**config.mk**
```make
export PLATFORM = sky130hd
export DESIGN_NAME = infix_to_postfix_converter_core
export DESIGN_NICKNAME = d
export VERILOG_FILES = /design/src/rtl/ipc_pkg.sv /design/src/rtl/ipc_cell.sv /design/src/rtl/ipc_stack.sv /design/src/rtl/infix_to_postfix_converter_core.sv
export SDC_FILE = /design/constraint.sdc
export NUM_CORES = 1
export LEC_CHECK = 0
export BUFFER_PORTS_ARGS = -buffer_cell sky130_fd_sc_hd__buf_2
export CORE_MARGIN = 2
export CORE_UTILIZATION = 45
export CTS_CLUSTER_SIZE = 12
export DETAILED_ROUTE_END_ITERATION = 10
export GPL_ROUTABILITY_DRIVEN = 1
export GPL_TIMING_DRIVEN = 0
export PLACE_DENSITY = 0.63
export RECOVER_POWER = 50
export SETUP_SLACK_MARGIN = 0.1
export SLEW_MARGIN = 10
export SYNTH_ARGS = -nofsm -noshare
export SYNTH_HDL_FRONTEND = slang
export SYNTH_SLANG_ARGS = --single-unit
```
**constraint.sdc**
```tcl
create_clock -name i_clk -period 9.6 [get_ports i_clk]
set_input_delay 2.4 -clock i_clk [delete_from_list [all_inputs] [get_ports i_clk]]
set_output_delay 2.4 -clock i_clk [all_outputs]
set_load 0.03 [all_outputs]
```
**src/rtl/ipc_pkg.sv**
```systemverilog
// Shared types, codes and lookup functions of the infix-to-postfix converter.
// No dependencies; every design module of the converter imports this package.
`default_nettype none

package ipc_pkg;

    // Operator codes held in the stack cells
    typedef logic [2:0] t_op_code;

    localparam t_op_code OP_LPAREN = 3'd0;
    localparam t_op_code OP_PLUS   = 3'd1;
    localparam t_op_code OP_MINUS  = 3'd2;
    localparam t_op_code OP_MUL    = 3'd3;
    localparam t_op_code OP_DIV    = 3'd4;
    localparam t_op_code OP_POW    = 3'd5;

    // Error codes carried on the result beat
    typedef enum logic [2:0] {
        ERR_NONE      = 3'd0,
        ERR_INVALID   = 3'd1,
        ERR_UNDERFLOW = 3'd2,
        ERR_OPEN      = 3'd3,
        ERR_FULL      = 3'd4
    } t_err;

    // Command broadcast to every stack cell
    typedef struct packed {
        logic init;
        logic push;
        logic pop;
    } t_stk_cmd;

    // ASCII character of an operator code
    function automatic logic [7:0] op_char(input t_op_code code);
        logic [7:0] c;
        case (code)
            OP_LPAREN: c = 8'h28;
            OP_PLUS:   c = 8'h2B;
            OP_MINUS:  c = 8'h2D;
            OP_MUL:    c = 8'h2A;
            OP_DIV:    c = 8'h2F;
            OP_POW:    c = 8'h5E;
            default:   c = 8'h00;
        endcase
        return c;
    endfunction

    // Precedence of an operator code
    function automatic logic [1:0] op_prec(input t_op_code code);
        logic [1:0] p;
        case (code)
            OP_PLUS, OP_MINUS: p = 2'd1;
            OP_MUL, OP_DIV:    p = 2'd2;
            OP_POW:            p = 2'd3;
            default:           p = 2'd0;
        endcase
        return p;
    endfunction

    // Operator code of a character; bit 3 flags a valid operator
    function automatic logic [3:0] code_of(input logic [7:0] sym);
        logic [3:0] r;
        case (sym)
            8'h2B:   r = {1'b1, OP_PLUS};
            8'h2D:   r = {1'b1, OP_MINUS};
            8'h2A:   r = {1'b1, OP_MUL};
            8'h2F:   r = {1'b1, OP_DIV};
            8'h5E:   r = {1'b1, OP_POW};
            default: r = 4'd0;
        endcase
        return r;
    endfunction

    localparam logic [7:0] CH_LPAREN = 8'h28;
    localparam logic [7:0] CH_RPAREN = 8'h29;

endpackage

`default_nettype wire

```
**src/rtl/ipc_cell.sv**
```systemverilog
// One cell of the operator stack: holds one operator code.
// Depends on ipc_pkg for the code type and the stack command struct.
`default_nettype none

module ipc_cell
    import ipc_pkg::*;
(
    input  wire logic     i_clk,
    input  wire logic     i_rst_n,
    input  wire t_stk_cmd i_cmd,
    input  wire t_op_code i_from_above,
    input  wire t_op_code i_from_below,
    output t_op_code      o_code
);

    t_op_code r_code;

    // Load the sentinel on init, shift down on push, shift up on pop
    always_ff @(posedge i_clk) begin
        if (!i_rst_n) begin
            r_code <= OP_LPAREN;
        end else if (i_cmd.init) begin
            r_code <= OP_LPAREN;
        end else if (i_cmd.push) begin
            r_code <= i_from_above;
        end else if (i_cmd.pop) begin
            r_code <= i_from_below;
        end
    end

    assign o_code = r_code;

endmodule

`default_nettype wire

```
**src/rtl/ipc_stack.sv**
```systemverilog
// Operator stack built as a row of ipc_cell, top of stack in cell 0.
// Depends on ipc_pkg and ipc_cell.
`default_nettype none

module ipc_stack
    import ipc_pkg::*;
#(
    parameter int STACK_DEPTH = 32
) (
    input  wire logic     i_clk,
    input  wire logic     i_rst_n,
    input  wire t_stk_cmd i_cmd,
    input  wire t_op_code i_code,
    output t_op_code      o_top
);

    t_op_code w_code [STACK_DEPTH];

    // Chain the cells: each takes from its neighbors above and below
    for (genvar g = 0; g < STACK_DEPTH; g++) begin : g_cell
        t_op_code w_above;
        t_op_code w_below;
        if (g == 0) begin : g_top
            assign w_above = i_code;
        end else begin : g_mid
            assign w_above = w_code[g-1];
        end
        if (g == STACK_DEPTH - 1) begin : g_bot
            assign w_below = OP_LPAREN;
        end else begin : g_inner
            assign w_below = w_code[g+1];
        end
        ipc_cell u_cell (
            .i_clk        (i_clk),
            .i_rst_n      (i_rst_n),
            .i_cmd        (i_cmd),
            .i_from_above (w_above),
            .i_from_below (w_below),
            .o_code       (w_code[g])
        );
    end

    assign o_top = w_code[0];

endmodule

`default_nettype wire

```
**src/rtl/infix_to_postfix_converter_core.sv**
```systemverilog
// An operand's character is registered onto the result output; '(' only pushes
// the stack. An operator, ')' or end beat holds off the next input beat while
// the stack pops one cell per cycle whenever the output is not stalled.
// Output stalls hold the sequencer. Synchronous active-low reset leaves the
// stack holding only the '(' sentinel, discard mode off and no result pending.
// Depends on ipc_pkg and ipc_stack.
`default_nettype none

module infix_to_postfix_converter_core
    import ipc_pkg::*;
#(
    parameter int STACK_DEPTH = 32
) (
    input  wire logic        i_clk,
    input  wire logic        i_rst_n,
    input  wire logic        i_s_axis_tvalid,
    output logic             o_s_axis_tready,
    input  wire logic [7:0]  i_s_axis_tdata,   // [7:0] symbol
    input  wire logic        i_s_axis_tlast,   // is_end
    output logic             o_m_axis_tvalid,
    input  wire logic        i_m_axis_tready,
    output logic [15:0]      o_m_axis_tdata,   // [7:0] out_symbol, [10:8] error_code
    output logic             o_m_axis_tlast    // last
);

    localparam int CW = $clog2(STACK_DEPTH + 1);

    typedef enum logic [1:0] {
        S_IDLE,
        S_OPPOP,
        S_CLOSE
    } t_state;

    t_state         r_state, n_state;
    logic [CW-1:0]  r_count, n_count;
    logic           r_disc, n_disc;
    t_op_code       r_code, n_code;
    logic           r_end, n_end;
    logic           r_ovalid, n_ovalid;
    logic [7:0]     r_osym, n_osym;
    logic           r_olast, n_olast;
    t_err           r_oerr, n_oerr;

    t_stk_cmd       w_cmd;
    t_op_code       w_push_code;
    t_op_code       w_top;
    logic           w_can_emit;
    logic           w_accept;
    logic           w_full;
    logic           w_empty;
    logic [3:0]     w_code_of;

    ipc_stack #(
        .STACK_DEPTH (STACK_DEPTH)
    ) u_stack (
        .i_clk   (i_clk),
        .i_rst_n (i_rst_n),
        .i_cmd   (w_cmd),
        .i_code  (w_push_code),
        .o_top   (w_top)
    );

    assign w_can_emit      = !r_ovalid || i_m_axis_tready;
    assign o_s_axis_tready = (r_state == S_IDLE) && w_can_emit;
    assign w_accept        = i_s_axis_tvalid && o_s_axis_tready;
    assign w_full          = (r_count >= CW'(STACK_DEPTH));
    assign w_empty         = (r_count == '0);
    assign w_code_of       = code_of(i_s_axis_tdata);

    // Sequence one input beat: emit, push, or pop the stack one cell per cycle while unstalled
    always_comb begin
        n_state     = r_state;
        n_count     = r_count;
        n_disc      = r_disc;
        n_code      = r_code;
        n_end       = r_end;
        n_ovalid    = r_ovalid && !i_m_axis_tready;
        n_osym      = r_osym;
        n_olast     = r_olast;
        n_oerr      = r_oerr;
        w_cmd       = '0;
        w_push_code = r_code;

        case (r_state)
            S_IDLE: begin
                if (w_accept) begin
                    if (r_disc) begin
                        // Drop beats until the end beat, then reinitialize
                        if (i_s_axis_tlast) begin
                            w_cmd.init = 1'b1;
                            n_count    = CW'(1);
                            n_disc     = 1'b0;
                        end
                    end else if (i_s_axis_tlast) begin
                        n_end   = 1'b1;
                        n_state = S_CLOSE;
                    end else if (i_s_axis_tdata == CH_LPAREN) begin
                        if (w_full) begin
                            n_ovalid = 1'b1;
                            n_osym   = 8'd0;
                            n_olast  = 1'b1;
                            n_oerr   = ERR_FULL;
                            n_disc   = 1'b1;
                        end else begin
                            w_push_code = OP_LPAREN;
                            w_cmd.push  = 1'b1;
                            n_count     = r_count + CW'(1);
                        end
                    end else if ((i_s_axis_tdata inside {[8'h30:8'h39]}) ||
                                 (i_s_axis_tdata inside {[8'h41:8'h5A]}) ||
                                 (i_s_axis_tdata inside {[8'h61:8'h7A]})) begin
                        n_ovalid = 1'b1;
                        n_osym   = i_s_axis_tdata;
                        n_olast  = 1'b0;
                        n_oerr   = ERR_NONE;
                    end else if (w_code_of[3]) begin
                        n_code  = w_code_of[2:0];
                        n_state = S_OPPOP;
                    end else if (i_s_axis_tdata == CH_RPAREN) begin
                        n_end   = 1'b0;
                        n_state = S_CLOSE;
                    end else begin
                        n_ovalid = 1'b1;
                        n_osym   = 8'd0;
                        n_olast  = 1'b1;
                        n_oerr   = ERR_INVALID;
                        n_disc   = 1'b1;
                    end
                end
            end

            S_OPPOP: begin
                if (w_can_emit) begin
                    if (w_empty) begin
                        n_ovalid = 1'b1;
                        n_osym   = 8'd0;
                        n_olast  = 1'b1;
                        n_oerr   = ERR_UNDERFLOW;
                        n_disc   = 1'b1;
                        n_state  = S_IDLE;
                    end else if (w_top == OP_LPAREN || w_top > OP_POW ||
                                 op_prec(w_top) < op_prec(r_code)) begin
                        // Stop popping and push the new operator, or flag an error if the stack is full
                        if (w_full) begin
                            n_ovalid = 1'b1;
                            n_osym   = 8'd0;
                            n_olast  = 1'b1;
                            n_oerr   = ERR_FULL;
                            n_disc   = 1'b1;
                        end else begin
                            w_cmd.push = 1'b1;
                            n_count    = r_count + CW'(1);
                        end
                        n_state = S_IDLE;
                    end else begin
                        w_cmd.pop = 1'b1;
                        n_count   = r_count - CW'(1);
                        n_ovalid  = 1'b1;
                        n_osym    = op_char(w_top);
                        n_olast   = 1'b0;
                        n_oerr    = ERR_NONE;
                    end
                end
            end

            S_CLOSE: begin
                if (w_can_emit) begin
                    if (w_empty) begin
                        n_ovalid = 1'b1;
                        n_osym   = 8'd0;
                        n_olast  = 1'b1;
                        n_oerr   = ERR_UNDERFLOW;
                        n_state  = S_IDLE;
                        if (r_end) begin
                            w_cmd.init = 1'b1;
                            n_count    = CW'(1);
                        end else begin
                            n_disc = 1'b1;
                        end
                    end else if (w_top == OP_LPAREN) begin
                        n_state = S_IDLE;
                        if (r_end) begin
                            // Terminator, or open-paren error if entries remain
                            n_ovalid   = 1'b1;
                            n_osym     = 8'd0;
                            n_olast    = 1'b1;
                            n_oerr     = (r_count != CW'(1)) ? ERR_OPEN : ERR_NONE;
                            w_cmd.init = 1'b1;
                            n_count    = CW'(1);
                        end else begin
                            w_cmd.pop = 1'b1;
                            n_count   = r_count - CW'(1);
                        end
                    end else begin
                        w_cmd.pop = 1'b1;
                        n_count   = r_count - CW'(1);
                        n_ovalid  = 1'b1;
                        n_osym    = op_char(w_top);
                        n_olast   = 1'b0;
                        n_oerr    = ERR_NONE;
                    end
                end
            end

            default: begin
                n_state = S_IDLE;
            end
        endcase
    end

    // Hold state and the output register
    always_ff @(posedge i_clk) begin
        if (!i_rst_n) begin
            r_state  <= S_IDLE;
            r_count  <= CW'(1);
            r_disc   <= 1'b0;
            r_ovalid <= 1'b0;
            r_end    <= 1'b0;
        end else begin
            r_state  <= n_state;
            r_count  <= n_count;
            r_disc   <= n_disc;
            r_ovalid <= n_ovalid;
            r_end    <= n_end;
        end
        r_code  <= n_code;
        r_osym  <= n_osym;
        r_olast <= n_olast;
        r_oerr  <= n_oerr;
    end

    assign o_m_axis_tvalid = r_ovalid;
    assign o_m_axis_tdata  = {5'd0, r_oerr, r_osym};
    assign o_m_axis_tlast  = r_olast;

endmodule

`default_nettype wire

```
==> run summary, run 1 <==
Status: finished, final reports clean
Post-synth EDFFs: 15
Longest Clk Path Bufs: 2
Slew Limit Fails: 0
Sum Neg Setup Slack: 0 ns
Most common cell in the synthesized netlist: o21ai_0
Global-route usage over all layers: 0.314
Post-synth cell types: 78
Avg WL per Cell: 22.0 um
CTS tree: done
Inserted Diodes: 0
Placeable Area: 15300 um2
TritonRoute pass-1 iters: 6
Clock buffer count from CTS: 17
Total power: 1.69 mW
Routed wire length: 25500 um
Root Buffer: clkbuf_16
Die Wd: 129 um
Worst slew margin: 0.269
Period utilization: 0.752
CP Capture Type: output port
Synth warn: 0
Die height: 129 um
CTS H-tree lvls: 4
Asr flop ratio synth: 0
Synthesized instance count: 894
Grt total ovfl: 0
Register area share after synthesis: 0.368
Initial antenna violation count: 0
HP Class: flip-flop to flip-flop
Die area: 16700 um2
Critical-path maximum fanout: 10
Dpl hpwl: 17800 um
# port buffers: 22
Peak supply drop: 0.000140 V
#FFs+latches synth: 122
Min Tclk post-route: 7.22 ns
Largest net degree at the start of global routing: 17
Num rows: 45
Clk slew on worst S/H paths: 0.05 ns
Initial core utilization: 0.462
Fin. Hold Viols: 0
First-pass GRT wire length: 40700 um
Final setup vio count: 0
Tightest Pin Transition: 1.08 ns
Clk_lat worst skew: 0.43 ns
Detail Route Antenna Nets: 0
Vias per inst: 6.77
CP startpoint kind: input port
RSZ-0062 raised after global routing: false
Synth Cell Area: 7050 um2
Post-synth top cells: o21ai_0 (150), a31oi_1 (107), dfxtp_1 (107), nand4_1 (97), clkbuf_1 (67)
Post-CTS setup buffer count: 0
Synth area leaders: dfxtp_1 (30%), o21ai_0 (11%), a31oi_1 (9.5%)
Synth area leader: dfxtp_1
Vias in the first global route: 7131
Share of the core filled with cells: 0.522
Cts hold-fix bufs: 0
PostCTS Resize Cnt: 0
# Max-Cap Violations: 0
RePlAce Congestion: 0.952
DRC: 0
Share of layout cells above drive strength 1: 0.0914
Clk_skew: 0.00953 ns
Final nets: 961
Crit path required time: 7.20 ns
Crit path kind: input port to output port
Top cell type's share of synthesized area: 0.304
Leakage: 2.52 nW
Mean Syn Cell Area: 7.89 um2
Leading register cell type out of synthesis: dfxtp_1
Crit path DAT: 4.82 ns
Routed vias: 7878
Layout area overhead: 12.9%
DR iter-0 viols: 1287
Power Dens Cells: 212 nW/um2
Fill cells: 1498
Clk sink count: 122
I/O pins: 32
Fmax: 139 MHz
layout by cell type, fill, tap and decap left out, drive strengths merged, types with 8 or more instances in the layout:
master    n
a21oi    25
nor2b    16
edfxtp   15
nand3    15
nand4    97
a31oi   108
nand2    44
inv      14
ha        8
and2      8
o21ai   206
nor2     21
nor3      9
clkbuf  114
dfxtp   107
buf      43
power breakdown:
part	internal, mW	total (mW)	switching [mW]
Clock	0.405	0.642	0.237
Sequential	0.544	0.562	0.0182
Combinational	0.118	0.484	0.365
Total	1.07	1.69	0.621
logic make-up after synthesis:
kind of cell / Yosys count / synth area share
AOI/OAI and AO/OA: 398 / 0.335
and+or+nand+nor: 238 / 0.197
buffers and inverters: 122 / 0.0782
DFF: 122 / 0.368
adders and majority gates: 8 / 0.0142
muxes: 5 / 0.00745
other: 1 / 0.000532
stage by stage:
stage | worst slack, ns | cell area (um2) | hold WS (ns) | cells
2_1_floorplan | 3.31 | 7070 | 0.436 | 898
4_1_cts | 2.43 | 8040 | 0.464 | 1163
3_5_place_dp | 2.45 | 7460 | 0.456 | 1132
3_3_place_gp | 2.44 | 7440 | 0.450 | 1131
5_1_grt | 2.27 | 7970 | 0.488 | 1163
6_report | 2.38 | 7970 | 0.459 | 1163
flip-flops by register name, summed over array words and instances (netlist names):
name,flops
o_m_axis_tlast,1
o_m_axis_tvalid,1
r_code,3
r_count,6
r_disc,1
r_end,1
r_oerr,3
r_osym,8
r_state,2
u_stack.g_cell.u_cell.o_code,96
layout make-up:
type	instances	area (um2)	share of cell area
Buffer	109	488	0.0612
Clock buffer	25	528	0.0663
Clock inverter	6	56.3	0.00707
Inverter	13	48.8	0.00612
Multi-Input combinational cell	654	3890	0.488
Sequential cell	122	2590	0.325
Tap cell	211	264	0.0331
Timing Repair Buffer	23	100	0.0126
worst max-delay path, stage by stage:
cell and delay [ns]:
buf_2 0.07, nand2b_1 0.08, clkbuf_1 0.29, clkbuf_1 0.50
clkbuf_1 0.47, buf_1 0.54, and2_1 0.25, buf_2 0.20
layer usage:
| metal | up-vias | part of all wire | track usage |
|---|---|---|---|
| li1 | 3548 | - | - |
| met1 | 3741 | 0.44 | 0.471 |
| met4 | 0 | 0.022 | 0.0927 |
| met2 | 530 | 0.42 | 0.444 |
| met3 | 59 | 0.11 | 0.0743 |
| met5 | - | 0 | 0 |
final timing paths:
check                                         to                                start  slack (ns)  depth (start not counted)
max reg2reg  u_stack.g_cell[26].u_cell.o_code[0]                           r_count[0]        6.18                         11
max                              o_s_axis_tready                      i_m_axis_tready        2.38                          8
min reg2reg  u_stack.g_cell[31].u_cell.o_code[1]  u_stack.g_cell[31].u_cell.o_code[1]        0.46                          2
min          u_stack.g_cell[31].u_cell.o_code[1]  u_stack.g_cell[31].u_cell.o_code[1]        0.46                          2
No activity file was read; power rests on OpenSTA's default activity.
==> inputs of run 2 (changes only) <==
Settings changed: ABC_AREA set to 1, PLACE_DENSITY 0.63 to 0.66.
Clock period 9.6 ns to 5.8 ns, I/O delays scaled along.
==> run 2 against run 1 <==
  * Register-to-register slack got worse by 4.2 ns
  * Clock power increased by 73%
  * Wire length decreased by 8.4%
  * Via count increased by 0.70%
  * Critical path type is now input port to flip-flop
  * Clock skew about the same
  * Largest cell class unchanged
  * Die area increased by 2.5%
==> run summary, run 2 <==
TritonRoute pass-1 iters: 6
Root Buffer: clkbuf_16
Leading register cell type out of synthesis: dfxtp_1
Synth area leaders: dfxtp_1 (30%), nand2_1 (18%), nand3_1 (16%)
Fin. Hold Viols: 0
Peak supply drop: 0.000263 V
Top cell type's share of synthesized area: 0.296
First-pass GRT wire length: 37100 um
Commonest non-fill, non-tap cells in the layout: nand2_1 (357), nand3_1 (235), a21oi_1 (118)
Final setup vio count: 0
Placeable Area: 15800 um2
Die Wd: 131 um
Longest Clk Path Bufs: 2
Crit path to: u_stack.g_cell[23].u_cell.o_code[2]
Initial core utilization: 0.457
Crit path required time: 6.16 ns
Die area: 17100 um2
Register area share after synthesis: 0.358
CP Launch Point: i_s_axis_tdata[4]
Global-route usage over all layers: 0.280
DRC: 0
Post-synth top cells: nand2_1 (354), nand3_1 (235), a21oi_1 (118), dfxtp_1 (107), inv_1 (51)
CTS tree: done
Layout area overhead: 13.3%
Slew Limit Fails: 0
Dpl hpwl: 16900 um
Crit path DAT: 4.45 ns
Total power: 3.62 mW
Cts hold-fix bufs: 0
CP Capture Type: flip-flop
FF/Latch Area: 2590 um2
Clk slew on worst S/H paths: 0.06 ns
Most common cell in the synthesized netlist: nand2_1
Final nets: 1189
Clk_lat worst skew: 0.43 ns
R2r endpoint: u_stack.g_cell[23].u_cell.o_code[2]
Fmax: 244 MHz
# Max-Cap Violations: 0
PostCTS Resize Cnt: 0
Detail Route Antenna Nets: 0
Clock buffer count from CTS: 17
Worst slew margin: 0.357
Clk sink count: 122
Leakage: 3.40 nW
Worst r2r path cells: 16
Commonest non-fill, non-tap cell in the layout: nand2_1
Largest net degree at the start of global routing: 17
Crit path kind: input port to flip-flop
RePlAce Congestion: 0.962
Min Tclk post-route: 4.09 ns
Tightest Pin Transition: 0.959 ns
Sum Neg Setup Slack: 0 ns
Multi-input logic area: 3980 um2
RSZ-0062 raised after global routing: false
Routed wire length: 23400 um
Power Dens Cells: 441 nW/um2
#FFs+latches synth: 122
Post-CTS setup buffer count: 0
Synth warn: 0
Grt total ovfl: 0
Post-synth cell types: 40
Die height: 131 um
CTS H-tree lvls: 4
# port buffers: 25
Synth Cell Area: 7240 um2
Routed vias: 7933
Share of layout cells above drive strength 1: 0.0906
Synthesized instance count: 1119
Number of flip-flops in the largest register: 96
Period utilization: 0.705
Vias per inst: 5.68
R2R Setup Slk: 1.96 ns
Avg WL per Cell: 16.7 um
Mean Syn Cell Area: 6.47 um2
Initial antenna violation count: 0
Inserted Diodes: 0
Status: finished, final reports clean
Post-synth EDFFs: 15
CP startpoint kind: input port
Clk_skew: 0.00951 ns
Asr flop ratio synth: 0
RR Startpoint: u_stack.g_cell[0].u_cell.o_code[2]
Synth area leader: dfxtp_1
DR iter-0 viols: 952
Fill cells: 1638
I/O pins: 32
HP Class: flip-flop to flip-flop
Num rows: 46
Critical-path maximum fanout: 10
Vias in the first global route: 6907
[run 2: changes by cell type after synthesis, sizes merged, moves of 6 or more]
cell,delta
nand2,+314
nand3,+224
o21ai,-174
a31oi,-107
a21oi,+93
nand4,-90
inv,+44
clkbuf,-34
nor2,+29
nor2b,-16
buf,+13
and2,-8
a221oi,-6
[run 2: worst min-delay path by stage]
stage / startpoint / to / slack (ns) / cells after the start
after detailed placement: u_stack.g_cell[31].u_cell.o_code[0] / u_stack.g_cell[31].u_cell.o_code[0] / 0.47 / 2
final: u_stack.g_cell[31].u_cell.o_code[0] / u_stack.g_cell[31].u_cell.o_code[0] / 0.48 / 2
after floorplan: u_stack.g_cell[30].u_cell.o_code[0] / u_stack.g_cell[31].u_cell.o_code[0] / 0.46 / 2
after global placement: u_stack.g_cell[31].u_cell.o_code[0] / u_stack.g_cell[31].u_cell.o_code[0] / 0.47 / 2
after global routing: u_stack.g_cell[31].u_cell.o_code[2] / u_stack.g_cell[31].u_cell.o_code[2] / 0.51 / 2
after CTS: u_stack.g_cell[31].u_cell.o_code[0] / u_stack.g_cell[31].u_cell.o_code[0] / 0.48 / 2
[run 2: per-layer routing]
| layer | vias to the layer above | GRT usage | share of wire |
|---|---|---|---|
| li1 | 3820 | - | - |
| met5 | - | 0 | 0 |
| met1 | 3696 | 0.412 | 0.47 |
| met4 | 0 | 0.101 | 0.026 |
| met2 | 365 | 0.410 | 0.43 |
| met3 | 52 | 0.0489 | 0.076 |
[run 2: per-stage QoR]
step                utilization  hold WS, ns  cells  area [um2]  worst slack, ns
floorplan                     -        0.457   1123        7250             2.13
global placement          0.483        0.471   1364        7650             1.46
detailed placement        0.484        0.472   1365        7660             2.32
CTS                       0.523        0.482   1397        8270             2.32
global route              0.518        0.507   1397        8200             1.45
finish                    0.518        0.482   1397        8200             1.71
[run 2: critical path, stage by stage]
cell and delay, ns:
clkbuf_1 0.09, inv_1 0.12, nand3_1 0.20, inv_1 0.17, nand2_1 0.13, nor3_1 0.29, nand3b_4 0.14, nand2_1 0.23
inv_1 0.19, nand2_1 0.15, clkbuf_1 0.45, clkbuf_1 0.53, nand2_1 0.15, a21oi_1 0.15
[run 2: layout make-up]
| cell class | count | share of cell area |
|---|---|---|
| multi-input combinational | 855 | 0.485 |
| sequential | 122 | 0.316 |
| clock buffer | 18 | 0.0535 |
| buffer | 88 | 0.0514 |
| tap | 216 | 0.0330 |
| inverter | 58 | 0.0265 |
| clock inverter | 14 | 0.0204 |
| timing repair buffer | 26 | 0.0142 |
[run 2: logic make-up (layout without fill, tap and decap cells)]
logic type / count (synthesis) / count (layout) / synth area share
AOI/OAI and AO/OA: 170 / 170 / 0.126
xor gates and xnor gates: 6 / 6 / 0.00726
adders and majority gates: 8 / 8 / 0.0138
buffers and inverters: 146 / 204 / 0.0921
DFF: 122 / 122 / 0.358
other: 1 / 5 / 0.000518
and+or+nand+nor: 666 / 666 / 0.402
[run 2: power breakdown]
group / internal [mW] / total (mW) / leakage [nW] / switching (mW)
Sequential: 0.954 / 1.01 / 1.01 / 0.0572
Clock: 0.689 / 1.11 / 0.302 / 0.420
Combinational: 0.366 / 1.50 / 2.09 / 1.13
==> inputs of run 3 (changes only) <==
Clock period 5.8 ns to 3.5 ns, I/O delays scaled along.
==> run 3 against run 2 <==
  * Non-clock buffer count unchanged
  * Global-route usage unchanged
  * Cell count unchanged
  * Sequential share of layout area decreased by 0.14 points
  * Wire length decreased by 0.32%
  * Sequential power increased by 65%
  * Critical path depth decreased by 2
  * Flip-flop and latch count unchanged
  * Clock skew about the same
  * Clock power increased by 66%
  * Setup slack got worse by 1.3 ns
  * Critical endpoint is now r_osym[3]
==> run summary, run 3 (synthesis results as in run 2) <==
Status: finished, final reports clean
Die Wd: 131 um
Period utilization: 0.869
RSZ-0062 raised after global routing: false
Hold Crit Start: u_stack.g_cell[31].u_cell.o_code[0]
I/O pins: 32
Global-route usage over all layers: 0.280
Pre-CTS WS: 0.595 ns
Avg WL per Cell: 16.7 um
# port buffers: 25
Fin. Hold Viols: 0
CP startpoint kind: flip-flop
Largest net degree at the start of global routing: 17
Clk_lat worst skew: 0.43 ns
Routed wire length: 23300 um
Placed cell areas: 7660 um2
Hold EP: u_stack.g_cell[31].u_cell.o_code[0]
Die height: 131 um
Peak supply drop: 0.000426 V
Share of layout cells above drive strength 1: 0.0991
Worst r2r path cells: 12
Final nets: 1189
Commonest non-fill, non-tap cell in the layout: nand2_1
Power Dens Cells: 731 nW/um2
Num rows: 46
Critical-path maximum fanout: 8
Grt met3 use: 0.0489
CP peak stage delay: 0.80 ns
Fill cells: 1630
Worst slew margin: 0.338
Worst hold path depth: 2
Multi-input logic area: 3990 um2
Number of flip-flops in the largest register: 96
R2R Setup Slk: 0.46 ns
WP buf/inv: 5
Vias per inst: 5.64
Root Buffer: clkbuf_16
Worst hold slack: 0.480 ns
# Max-Cap Violations: 0
Initial antenna violation count: 0
Final setup vio count: 0
Tightest Pin Transition: 0.987 ns
CTS H-tree lvls: 4
Met2 Resource Use GR: 0.410
Critical-path cell list: inv_1, ha_1, clkbuf_1, inv_1, nor2_1, nand2_1, nand2_1, inv_1, nor2_1, nand4_1, a211oi_1, buf_6
CP Capture Type: flip-flop
CP delay by family, top: buffers and inverters
Grt total ovfl: 0
DRC: 0
RePlAce Congestion: 0.962
Critical path's most frequent cell: inv_1
FF/Latch Area: 2590 um2
Finished Cell Area: 8240 um2
Crit path DAT: 3.18 ns
Routed vias: 7884
DR iter-0 viols: 952
Clk_skew: 0.00993 ns
PostCTS Resize Cnt: 0
Grt peak-use layer: met1
Slew Limit Fails: 0
Min Tclk post-route: 3.04 ns
HP Class: flip-flop to flip-flop
Clk sink count: 122
Fmax: 329 MHz
Die area: 17100 um2
Commonest non-fill, non-tap cells in the layout: nand2_1 (355), nand3_1 (235), a21oi_1 (118)
Crit path kind: flip-flop to flip-flop
Dpl hpwl: 16900 um
Longest Clk Path Bufs: 2
Vias in the first global route: 6907
R2r endpoint: r_osym[3]
Detail Route Antenna Nets: 0
First-pass GRT wire length: 37100 um
RR Startpoint: r_state[1]
Fin worst setup slack: 0.458 ns
Layout area overhead: 13.8%
Placeable Area: 15800 um2
TritonRoute pass-1 iters: 6
Cts hold-fix bufs: 0
Inserted Diodes: 0
CTS tree: done
Leakage: 3.43 nW
CP max stage cell: a211oi_1
Clock buffer count from CTS: 17
Clk slew on worst S/H paths: 0.06 ns
Post-CTS setup buffer count: 0
Crit path required time: 3.64 ns
Met1 Use GR: 0.412
Initial core utilization: 0.457
[run 3: worst max path at each step]
stage | slack, ns | startpoint | cells after the start | endpoint
2_1_floorplan | 0.40 | i_m_axis_tready | 8 | o_m_axis_tlast
3_3_place_gp | -0.27 | i_s_axis_tdata[4] | 9 | r_osym[3]
3_5_place_dp | 0.60 | i_s_axis_tdata[4] | 10 | r_osym[3]
4_1_cts | 0.84 | r_state[0] | 13 | u_stack.g_cell[13].u_cell.o_code[0]
5_1_grt | 0.28 | r_state[0] | 12 | r_osym[0]
6_report | 0.46 | r_state[1] | 12 | r_osym[3]
[run 3: through the flow]
stage,util,power (mW),std cells,TNS (ns)
CTS,0.523,6.01,1397,0
global placement,0.483,4.15,1364,-3.20
global route,0.520,6.33,1397,0
detailed placement,0.484,4.17,1365,0
finish,0.520,6.02,1397,0
floorplan,-,3.44,1123,0
[run 3: metal layers]
| metal | wire length [um] | vias to the layer above | share of wire |
|---|---|---|---|
| met4 | 591 | 0 | 0.025 |
| met1 | 10900 | 3639 | 0.47 |
| met3 | 1870 | 44 | 0.080 |
| met5 | 0 | - | 0 |
| li1 | - | 3825 | - |
| met2 | 9990 | 376 | 0.43 |
[run 3: cell type report]
type | count | area share
buffer | 88 | 0.0541
clock inverter | 14 | 0.0204
inverter | 58 | 0.0264
tap | 216 | 0.0328
multi-input combinational | 855 | 0.484
clock buffer | 18 | 0.0533
timing repair buffer | 26 | 0.0141
sequential | 122 | 0.315
[run 3: report_power, final]
part | internal (mW) | switching [mW]
clock | 1.14 | 0.700
combinational | 0.638 | 1.87
sequential | 1.58 | 0.0943
total | 3.36 | 2.66
[run 3: worst register-to-register path, cell delays in order, from the launching register on]
cell and delay [ns]:
dfxtp_1 0.33, inv_1 0.10, ha_1 0.15, clkbuf_1 0.27, inv_1 0.15, nor2_1 0.15
nand2_1 0.17, nand2_1 0.12, inv_1 0.07, nor2_1 0.09, nand4_1 0.10, a211oi_1 0.80
buf_6 0.25
